==> src/design/rfc_pkg.sv <==
// ----------------------------------------------------------------------------
// rfc_pkg: record framer shared definitions
// Item, result and job types, status codes and framing constants used by the
// front end, the back end and the top level of the CRC-16 record framer.
// ----------------------------------------------------------------------------
package rfc_pkg;

  // Status code carried with every result byte
  typedef enum logic [1:0] {
    ST_FRAME    = 2'd0,
    ST_OFF      = 2'd1,
    ST_BIG      = 2'd2,
    ST_MISMATCH = 2'd3
  } status_t;

  // One input item
  typedef struct packed {
    logic [7:0]  record_type;
    logic [15:0] payload_length;
    logic [7:0]  data_byte;
    logic        has_data;
    logic        is_last;
  } in_item_t;

  // One result item
  typedef struct packed {
    logic [7:0] out_byte;
    status_t    status;
    logic       frame_end;
    logic       last_result;
  } out_item_t;

  // Classified work handed from the front end to the back end
  typedef struct packed {
    logic        reject;
    status_t     rej_status;
    logic        header;
    logic [7:0]  record_type;
    logic [15:0] payload_length;
    logic [31:0] seq;
    logic        has_data;
    logic [7:0]  data_byte;
    logic        is_last;
    logic        mismatch;
  } job_t;

  // Framing constants
  localparam logic [7:0]  SYNC_A      = 8'hA5;
  localparam logic [7:0]  SYNC_B      = 8'h5A;
  localparam logic [7:0]  VERSION     = 8'h01;
  localparam logic [15:0] CRC_INIT    = 16'hFFFF;
  localparam logic [15:0] CRC_POLY    = 16'h1021;
  localparam logic [15:0] COUNT_MAX   = 16'hFFFF;

  // Sizing defaults
  localparam int unsigned PAYLOAD_CAPACITY_DEFAULT = 256;
  localparam int unsigned JOB_DEPTH                = 2;
  localparam int unsigned OUT_DEPTH                = 2;

endpackage

==> src/design/rfc_fifo.sv <==
// ----------------------------------------------------------------------------
// rfc_fifo: small register queue
// Flip-flop queue of any packed type; the head entry is shown while not empty.
// ----------------------------------------------------------------------------
module rfc_fifo #(
  parameter type         data_t = logic [7:0],
  parameter int unsigned DEPTH  = 2
) (
  input  logic  clk,
  input  logic  rst,
  input  logic  push,
  input  data_t wdata,
  output logic  full,
  input  logic  pop,
  output data_t rdata,
  output logic  empty
);

  localparam int unsigned AW = (DEPTH > 1) ? $clog2(DEPTH) : 1;
  localparam int unsigned CW = $clog2(DEPTH + 1);

  data_t           store [DEPTH];
  logic [AW-1:0]   wr_ptr;
  logic [AW-1:0]   rd_ptr;
  logic [CW-1:0]   count;
  logic            do_push;
  logic            do_pop;

  // Flag and handshake qualification
  assign full    = (count == CW'(DEPTH));
  assign empty   = (count == '0);
  assign do_push = push && !full;
  assign do_pop  = pop && !empty;
  assign rdata   = store[rd_ptr];

  // Advance pointers and occupancy
  always_ff @(posedge clk) begin
    if (rst) begin
      wr_ptr <= '0;
      rd_ptr <= '0;
      count  <= '0;
    end else begin
      if (do_push) begin
        wr_ptr <= (wr_ptr == AW'(DEPTH - 1)) ? '0 : wr_ptr + 1'b1;
      end
      if (do_pop) begin
        rd_ptr <= (rd_ptr == AW'(DEPTH - 1)) ? '0 : rd_ptr + 1'b1;
      end
      if (do_push && !do_pop) begin
        count <= count + 1'b1;
      end else if (do_pop && !do_push) begin
        count <= count - 1'b1;
      end
    end
  end

  // Write storage
  always_ff @(posedge clk) begin
    if (do_push) begin
      store[wr_ptr] <= wdata;
    end
  end

endmodule

==> src/design/rfc_front.sv <==
// ----------------------------------------------------------------------------
// rfc_front: record framer front end
// Accepts items, tracks record state, length count and sequence number, and
// turns each item into one job for the back end (or none for an empty item).
// ----------------------------------------------------------------------------
module rfc_front #(
  parameter int unsigned PAYLOAD_CAPACITY = rfc_pkg::PAYLOAD_CAPACITY_DEFAULT
) (
  input  logic             clk,
  input  logic             rst,
  input  logic             cfg_valid,
  input  logic             cfg_data,
  input  logic             accept,
  input  rfc_pkg::in_item_t item,
  output logic             job_push,
  output rfc_pkg::job_t    job
);

  logic        capture_enable;
  logic        capture_enable_next;
  logic        in_record;
  logic        in_record_next;
  logic [31:0] sequence_count;
  logic [31:0] sequence_count_next;
  logic [15:0] bytes_seen;
  logic [15:0] bytes_seen_next;
  logic [15:0] declared_length;
  logic [15:0] declared_length_next;

  logic        open;
  logic [15:0] bytes_base;
  logic [15:0] decl_base;
  logic [15:0] bytes_after;
  logic        oversize;

  assign oversize = ({1'b0, item.payload_length} > 17'(PAYLOAD_CAPACITY));

  // Classify the item and compute next record state
  always_comb begin
    capture_enable_next  = capture_enable;
    in_record_next       = in_record;
    sequence_count_next  = sequence_count;
    bytes_seen_next      = bytes_seen;
    declared_length_next = declared_length;
    open                 = in_record;
    bytes_base           = bytes_seen;
    decl_base            = declared_length;
    bytes_after          = bytes_seen;
    job                  = '0;
    job_push             = 1'b0;

    if (accept) begin
      // Start of a record: reject or open
      if (!in_record) begin
        if (!capture_enable) begin
          job.reject     = 1'b1;
          job.rej_status = rfc_pkg::ST_OFF;
        end else if (oversize) begin
          job.reject     = 1'b1;
          job.rej_status = rfc_pkg::ST_BIG;
        end else begin
          job.header          = 1'b1;
          job.record_type     = item.record_type;
          job.payload_length  = item.payload_length;
          job.seq             = sequence_count;
          sequence_count_next = sequence_count + 32'd1;
          open                = 1'b1;
          bytes_base          = '0;
          decl_base           = item.payload_length;
          in_record_next      = 1'b1;
        end
      end

      // Payload and end of record
      if (open) begin
        if (item.has_data && (bytes_base != rfc_pkg::COUNT_MAX)) begin
          bytes_after = bytes_base + 16'd1;
        end else begin
          bytes_after = bytes_base;
        end
        bytes_seen_next      = bytes_after;
        declared_length_next = decl_base;
        job.has_data         = item.has_data;
        job.data_byte        = item.data_byte;
        job.is_last          = item.is_last;
        job.mismatch         = (bytes_after != decl_base);
        if (item.is_last) begin
          in_record_next = 1'b0;
        end
      end

      job_push = job.reject | job.header | job.has_data | job.is_last;
    end

    // Register write; enabling from off restarts the sequence
    if (cfg_valid) begin
      if (cfg_data && !capture_enable) begin
        sequence_count_next = '0;
      end
      capture_enable_next = cfg_data;
    end
  end

  // Hold record state
  always_ff @(posedge clk) begin
    if (rst) begin
      capture_enable  <= 1'b0;
      in_record       <= 1'b0;
      sequence_count  <= '0;
      bytes_seen      <= '0;
      declared_length <= '0;
    end else begin
      capture_enable  <= capture_enable_next;
      in_record       <= in_record_next;
      sequence_count  <= sequence_count_next;
      bytes_seen      <= bytes_seen_next;
      declared_length <= declared_length_next;
    end
  end

endmodule

==> src/design/rfc_back.sv <==
// ----------------------------------------------------------------------------
// rfc_back: record framer back end
// Steps through job bytes, one per cycle while the output queue has room:
// header, payload byte, CRC trailer or reject marker; keeps a running CRC-16.
// ----------------------------------------------------------------------------
module rfc_back (
  input  logic               clk,
  input  logic               rst,
  input  logic               job_empty,
  input  rfc_pkg::job_t      job,
  output logic               job_pop,
  input  logic               out_full,
  output logic               out_push,
  output rfc_pkg::out_item_t result
);

  // Byte positions within a job
  localparam logic [3:0] POS_SYNC_A  = 4'd0;
  localparam logic [3:0] POS_SYNC_B  = 4'd1;
  localparam logic [3:0] POS_VERSION = 4'd2;
  localparam logic [3:0] POS_TYPE    = 4'd3;
  localparam logic [3:0] POS_LEN_LO  = 4'd4;
  localparam logic [3:0] POS_LEN_HI  = 4'd5;
  localparam logic [3:0] POS_SEQ0    = 4'd6;
  localparam logic [3:0] POS_SEQ1    = 4'd7;
  localparam logic [3:0] POS_SEQ2    = 4'd8;
  localparam logic [3:0] POS_SEQ3    = 4'd9;
  localparam logic [3:0] POS_DATA    = 4'd10;
  localparam logic [3:0] POS_CRC_LO  = 4'd11;
  localparam logic [3:0] POS_CRC_HI  = 4'd12;
  localparam logic [3:0] POS_REJECT  = 4'd13;

  // One byte into CRC-16/CCITT, MSB first
  function automatic logic [15:0] crc_feed(input logic [15:0] crc_in, input logic [7:0] b);
    logic [15:0] c;
    c = crc_in ^ {b, 8'h00};
    for (int i = 0; i < 8; i++) begin
      c = c[15] ? ({c[14:0], 1'b0} ^ rfc_pkg::CRC_POLY) : {c[14:0], 1'b0};
    end
    return c;
  endfunction

  rfc_pkg::job_t cur;
  logic          busy;
  logic [3:0]    pos;
  logic [15:0]   crc;

  logic [3:0]    final_pos;
  logic [3:0]    next_pos;
  logic [3:0]    start_pos;
  logic          emit;
  logic          done;
  logic [7:0]    byte_sel;
  rfc_pkg::status_t crc_status;

  // Sequence the current job
  always_comb begin
    if (cur.reject) begin
      final_pos = POS_REJECT;
    end else if (cur.is_last) begin
      final_pos = POS_CRC_HI;
    end else if (cur.has_data) begin
      final_pos = POS_DATA;
    end else begin
      final_pos = POS_SEQ3;
    end

    if (pos == POS_SEQ3) begin
      next_pos = cur.has_data ? POS_DATA : POS_CRC_LO;
    end else begin
      next_pos = pos + 4'd1;
    end

    if (job.reject) begin
      start_pos = POS_REJECT;
    end else if (job.header) begin
      start_pos = POS_SYNC_A;
    end else if (job.has_data) begin
      start_pos = POS_DATA;
    end else begin
      start_pos = POS_CRC_LO;
    end
  end

  assign emit     = busy && !out_full;
  assign done     = emit && (pos == final_pos);
  assign job_pop  = !job_empty && (!busy || done);
  assign out_push = emit;

  // Select the output byte
  always_comb begin
    case (pos)
      POS_SYNC_A:  byte_sel = rfc_pkg::SYNC_A;
      POS_SYNC_B:  byte_sel = rfc_pkg::SYNC_B;
      POS_VERSION: byte_sel = rfc_pkg::VERSION;
      POS_TYPE:    byte_sel = cur.record_type;
      POS_LEN_LO:  byte_sel = cur.payload_length[7:0];
      POS_LEN_HI:  byte_sel = cur.payload_length[15:8];
      POS_SEQ0:    byte_sel = cur.seq[7:0];
      POS_SEQ1:    byte_sel = cur.seq[15:8];
      POS_SEQ2:    byte_sel = cur.seq[23:16];
      POS_SEQ3:    byte_sel = cur.seq[31:24];
      POS_DATA:    byte_sel = cur.data_byte;
      POS_CRC_LO:  byte_sel = crc[7:0];
      POS_CRC_HI:  byte_sel = crc[15:8];
      default:     byte_sel = 8'h00;
    endcase
  end

  // Build the result
  always_comb begin
    crc_status         = cur.mismatch ? rfc_pkg::ST_MISMATCH : rfc_pkg::ST_FRAME;
    result.out_byte    = byte_sel;
    result.frame_end   = (pos == POS_CRC_HI);
    result.last_result = (pos == final_pos);
    if (pos == POS_REJECT) begin
      result.status = cur.rej_status;
    end else if ((pos == POS_CRC_LO) || (pos == POS_CRC_HI)) begin
      result.status = crc_status;
    end else begin
      result.status = rfc_pkg::ST_FRAME;
    end
  end

  // Advance sequencer and running CRC
  always_ff @(posedge clk) begin
    if (rst) begin
      busy <= 1'b0;
      pos  <= POS_SYNC_A;
      crc  <= rfc_pkg::CRC_INIT;
    end else begin
      if (job_pop) begin
        busy <= 1'b1;
        pos  <= start_pos;
      end else if (done) begin
        busy <= 1'b0;
      end else if (emit) begin
        pos <= next_pos;
      end
      if (emit) begin
        if (pos == POS_SYNC_A) begin
          crc <= rfc_pkg::CRC_INIT;
        end else if ((pos >= POS_VERSION) && (pos <= POS_DATA)) begin
          crc <= crc_feed(crc, byte_sel);
        end
      end
    end
  end

  // Hold the job being worked on
  always_ff @(posedge clk) begin
    if (job_pop) begin
      cur <= job;
    end
  end

endmodule

==> src/design/record_framer_crc16_top.sv <==
// ----------------------------------------------------------------------------
// record_framer_crc16_top: CRC-16 record framer
// The first result of an item passes the job queue, the back-end job register
// and the result queue. Throughput: one byte per cycle while the result queue
// has room, set by the back-end sequencer; header and CRC bytes wrap a record.
// Reset (rst, synchronous): capture off, no record open, sequence 0, queues
// empty; the configuration port is always ready.
// ----------------------------------------------------------------------------
module record_framer_crc16_top #(
  parameter int unsigned PAYLOAD_CAPACITY = rfc_pkg::PAYLOAD_CAPACITY_DEFAULT
) (
  input  logic               clk,
  input  logic               rst,
  input  logic               cfg_valid,
  output logic               cfg_ready,
  input  logic               cfg_data,
  input  logic               push,
  output logic               full,
  input  rfc_pkg::in_item_t  item,
  output logic               empty,
  input  logic               pop,
  output rfc_pkg::out_item_t result
);

  logic               accept;
  logic               job_push;
  rfc_pkg::job_t      job_in;
  logic               job_pop;
  logic               job_empty;
  rfc_pkg::job_t      job_out;
  logic               out_push;
  logic               out_full;
  rfc_pkg::out_item_t out_item;

  assign cfg_ready = 1'b1;
  assign accept    = push && !full;

  // Classify incoming items
  rfc_front #(
    .PAYLOAD_CAPACITY(PAYLOAD_CAPACITY)
  ) u_front (
    .clk      (clk),
    .rst      (rst),
    .cfg_valid(cfg_valid),
    .cfg_data (cfg_data),
    .accept   (accept),
    .item     (item),
    .job_push (job_push),
    .job      (job_in)
  );

  // Decouple front and back
  rfc_fifo #(
    .data_t(rfc_pkg::job_t),
    .DEPTH (rfc_pkg::JOB_DEPTH)
  ) u_job_q (
    .clk  (clk),
    .rst  (rst),
    .push (job_push),
    .wdata(job_in),
    .full (full),
    .pop  (job_pop),
    .rdata(job_out),
    .empty(job_empty)
  );

  // Emit framed bytes
  rfc_back u_back (
    .clk      (clk),
    .rst      (rst),
    .job_empty(job_empty),
    .job      (job_out),
    .job_pop  (job_pop),
    .out_full (out_full),
    .out_push (out_push),
    .result   (out_item)
  );

  // Hold results until transferred
  rfc_fifo #(
    .data_t(rfc_pkg::out_item_t),
    .DEPTH (rfc_pkg::OUT_DEPTH)
  ) u_out_q (
    .clk  (clk),
    .rst  (rst),
    .push (out_push),
    .wdata(out_item),
    .full (out_full),
    .pop  (pop),
    .rdata(result),
    .empty(empty)
  );

endmodule
==> config.mk <==
export PLATFORM = sky130hd
export DESIGN_NAME = record_framer_crc16_top
export DESIGN_NICKNAME = d
export VERILOG_FILES = /design/src/design/rfc_pkg.sv /design/src/design/rfc_fifo.sv /design/src/design/rfc_front.sv /design/src/design/rfc_back.sv /design/src/design/record_framer_crc16_top.sv
export SDC_FILE = /design/constraint.sdc
export NUM_CORES = 1
export LEC_CHECK = 0
export BUFFER_PORTS_ARGS = -buffer_cell sky130_fd_sc_hd__buf_4
export CAP_MARGIN = 10
export CORE_AREA = 2 2 243 245
export DETAILED_ROUTE_END_ITERATION = 10
export DIE_AREA = 0 0 245 247
export PLACE_DENSITY_LB_ADDON = 0.15
export SLEW_MARGIN = 10
export SYNTH_ARGS = -nofsm -noshare
export SYNTH_HDL_FRONTEND = slang
export SYNTH_SLANG_ARGS = --single-unit
==> constraint.sdc <==
create_clock -name clk -period 5.8 [get_ports clk]
set_clock_uncertainty 0.2 [all_clocks]
set_input_delay 0.87 -clock clk [delete_from_list [all_inputs] [get_ports clk]]
set_output_delay 0.87 -clock clk [all_outputs]
set_load 0.01 [all_outputs]
==> results.sh <==
export IMPL_outcome="completed"
export IMPL_grt_pass1_vias=8761
export IMPL_wl_met2_microns=16800
export IMPL_boundaryPins=55
export IMPL_path_depth=14
export IMPL_reg2regPathDepth=12
export IMPL_drtIter0Drc=604
export IMPL_clockBufferDepth=3
export IMPL_grt_overflow=0
export IMPL_grt_pass1_wl_microns=55600
export IMPL_ys_flop_type="edfxtp_1"
export IMPL_nets=1274
export IMPL_layout_drive_gt1_share=0.173
export IMPL_final_min_clock_period_ns=4.77
export IMPL_required_ns=5.87
export IMPL_cpPeakStageDelay_ns=0.57
export IMPL_cts_hold_buffers=0
export IMPL_power_density_nw_per_um2=467
export IMPL_post_cts_buffers=0
export IMPL_setup_viol=0
export IMPL_dr_max_layer_used="met4"
export IMPL_crit_type="in -> reg"
export IMPL_die_area_sq_um=60500
export IMPL_worst_pin_slew_ns=0.911
export IMPL_dpl_hpwl_microns=23900
export IMPL_startpoint_type="input pin"
export IMPL_antenna_found_initial=0
export IMPL_syn_avg_cell_area_sq_um=12.3
export IMPL_min_path_type="reg -> reg"
export IMPL_die_height_microns=247
export IMPL_hold_path_depth=1
export IMPL_tns_ns=0
export IMPL_cts_root_buf="clkbuf_16"
export IMPL_crit_chain="buf_4 > or4_1 > or3_1 > o31ai_1 > inv_1 > ha_1 > and3_1 > nand3_1 > o21ai_0 > nor4_1 > xnor2_1 > nand4_1 > o311ai_0 > o211ai_1"
export IMPL_path_max_fanout=10
export IMPL_fmax_ghz=0.209
export IMPL_post_place_cells=1957
export IMPL_multi_input_area_sq_um=5030
export IMPL_ctsHtreeMaxLevel=2
export IMPL_routed_wl_microns=36300
export IMPL_relSlewSlack=0.391
export IMPL_critPathTopFamily="simple AND/OR/NAND/NOR gates"
export IMPL_fin_crit_sh=0.823
export IMPL_hold_violations=0
export IMPL_netlist_area_sq_um=14300
export IMPL_cts_sinks=333
export IMPL_wl_met3_microns=1450
export IMPL_wl_per_cell_microns=17.9
export IMPL_via_per_inst=4.42
export IMPL_crit_arrival_ns=4.84
export IMPL_vias=8968
export IMPL_syn_instance_count=1166
export IMPL_insertion_delay_ns=0.56
export IMPL_coreArea_sq_um=58200
export IMPL_dieWidth_microns=245
export IMPL_slew_viol_final=0
export IMPL_wl_met1_microns=16900
export IMPL_final_cells=2029
export IMPL_peakVddDrop_mv=0.253
export IMPL_leakage_nw=5.75
export IMPL_track_usage=0.121
export IMPL_tritoncts="done"
export IMPL_maxCapViolations=0
export IMPL_ant_nets=0
export IMPL_regArea_sq_um=9030
export IMPL_yosys_register_bits=333
export IMPL_initial_core_util=0.246
export IMPL_ys_types=57
export IMPL_final_common_cell="edfxtp_1"
export IMPL_worst_path_buf_inv=2
export IMPL_drt_pre_antenna_iters=7
export IMPL_rsz0062_at_grt="false"
export IMPL_num_rows=89
export IMPL_gp_congestion=0.837
export IMPL_diodes=0
export IMPL_final_cell_mix="edfxtp_1 (236), dfxtp_1 (96), nor2_1 (95)"
export IMPL_n_fill_cell=5918
export IMPL_crit_path_top_delay_cell="or3_1"
export IMPL_utilization=0.289
export IMPL_synth_edf_count=236
export IMPL_grt_max_degree=57
export IMPL_io_buffers=53
export IMPL_endpoint_kind="flop"
export IMPL_synthToLayoutAreaGrowth_pct=17.5
export IMPL_async_flop_share=0
export IMPL_synth_warnings=0
export IMPL_cts_buffers=39
export IMPL_ctsResizeCount=0
export IMPL_seq_area_frac_synth=0.631
export IMPL_clk_pin_slew_ns=0.06
export IMPL_drc=0
cells by family (layout without fill, tap and decap cells):
logic type               Yosys count  in the layout  share of synthesized area
multiplexers                      88             88                     0.0688
other                              2             15                   0.000524
XOR/XNOR                          87             87                     0.0532
AO/OA/AOI/OAI                    188            188                     0.0838
AND/OR/NAND/NOR                  369            369                      0.131
flip-flops                       333            333                      0.631
adder cells (fa/ha/maj)            9              9                    0.00786
buffers and inverters             90            167                     0.0244
power breakdown:
part / total [mW] / switching, mW / internal [mW]
clock network: 2.30 / 0.982 / 1.32
registers: 3.52 / 0.283 / 3.24
logic: 2.04 / 1.21 / 0.828
total: 7.86 / 2.48 / 5.38
layer usage:
metal	track usage	up-vias
li1	-	4362
met1	0.162	4354
met2	0.194	187
met3	0.0219	65
met4	0.0479	0
met5	0	-
layout make-up:
type,instances,share of cell area
clock inverter,19,0.00773
timing repair buffer,67,0.0306
tap,773,0.0575
multi-input combinational,756,0.299
inverter,28,0.00625
sequential,333,0.537
clock buffer,53,0.0624
metrics by stage:
stage                     hold slack (ns)  worst slack, ns  instance area [sq um]  total power, mW
after global routing                0.296            0.620                  16800             8.32
after detailed placement            0.266            0.464                  15600             5.66
after CTS                           0.282             1.07                  16800             8.01
after floorplan                     0.236            0.407                  14400             4.91
final                               0.276             1.03                  16800             7.86
after global placement              0.247            0.513                  15600             5.65
cell usage after synthesis, drive strengths merged, types with 14 or more instances:
cell type,count,area share
a21oi,54,0.019
a22oi,15,0.0079
and2,55,0.024
and3,14,0.0061
clkbuf,52,0.014
dfxtp,97,0.14
edfxtp,236,0.49
inv,28,0.0073
mux2,83,0.065
nand2,76,0.020
nand2b,16,0.0070
nand3,29,0.010
nand4,14,0.0061
nor2,97,0.025
o21ai,42,0.015
xnor2,54,0.033
xor2,33,0.020
final timing paths:
| path | from | end | slack [ns] |
|---|---|---|---|
| worst max-delay path | item[20] | u_job_q.store[1][0]$_DFFE_PP_ | 1.03 |
| worst min-delay path | u_front.declared_length[14]$_SDFFE_PP0P_ | u_front.declared_length[14]$_SDFFE_PP0P_ | 0.28 |
| worst max register to register | u_front.capture_enable$_SDFFE_PP0P_ | u_job_q.store[1][0]$_DFFE_PP_ | 1.84 |
| worst min register to register | u_front.declared_length[14]$_SDFFE_PP0P_ | u_front.declared_length[14]$_SDFFE_PP0P_ | 0.28 |
registers in the layout, indices dropped and copies added, names as in the netlist, named ones only:
name and flops:
u_back.busy 1, u_back.crc 16, u_back.cur 70, u_back.pos 4
u_front.bytes_seen 16, u_front.capture_enable 1, u_front.declared_length 16, u_front.in_record 1
u_front.sequence_count 32, u_job_q.count 2, u_job_q.rd_ptr 1, u_job_q.store 142
u_job_q.wr_ptr 1, u_out_q.count 2, u_out_q.rd_ptr 1, u_out_q.store 24
u_out_q.wr_ptr 1
(Power assumes the default switching activity.)
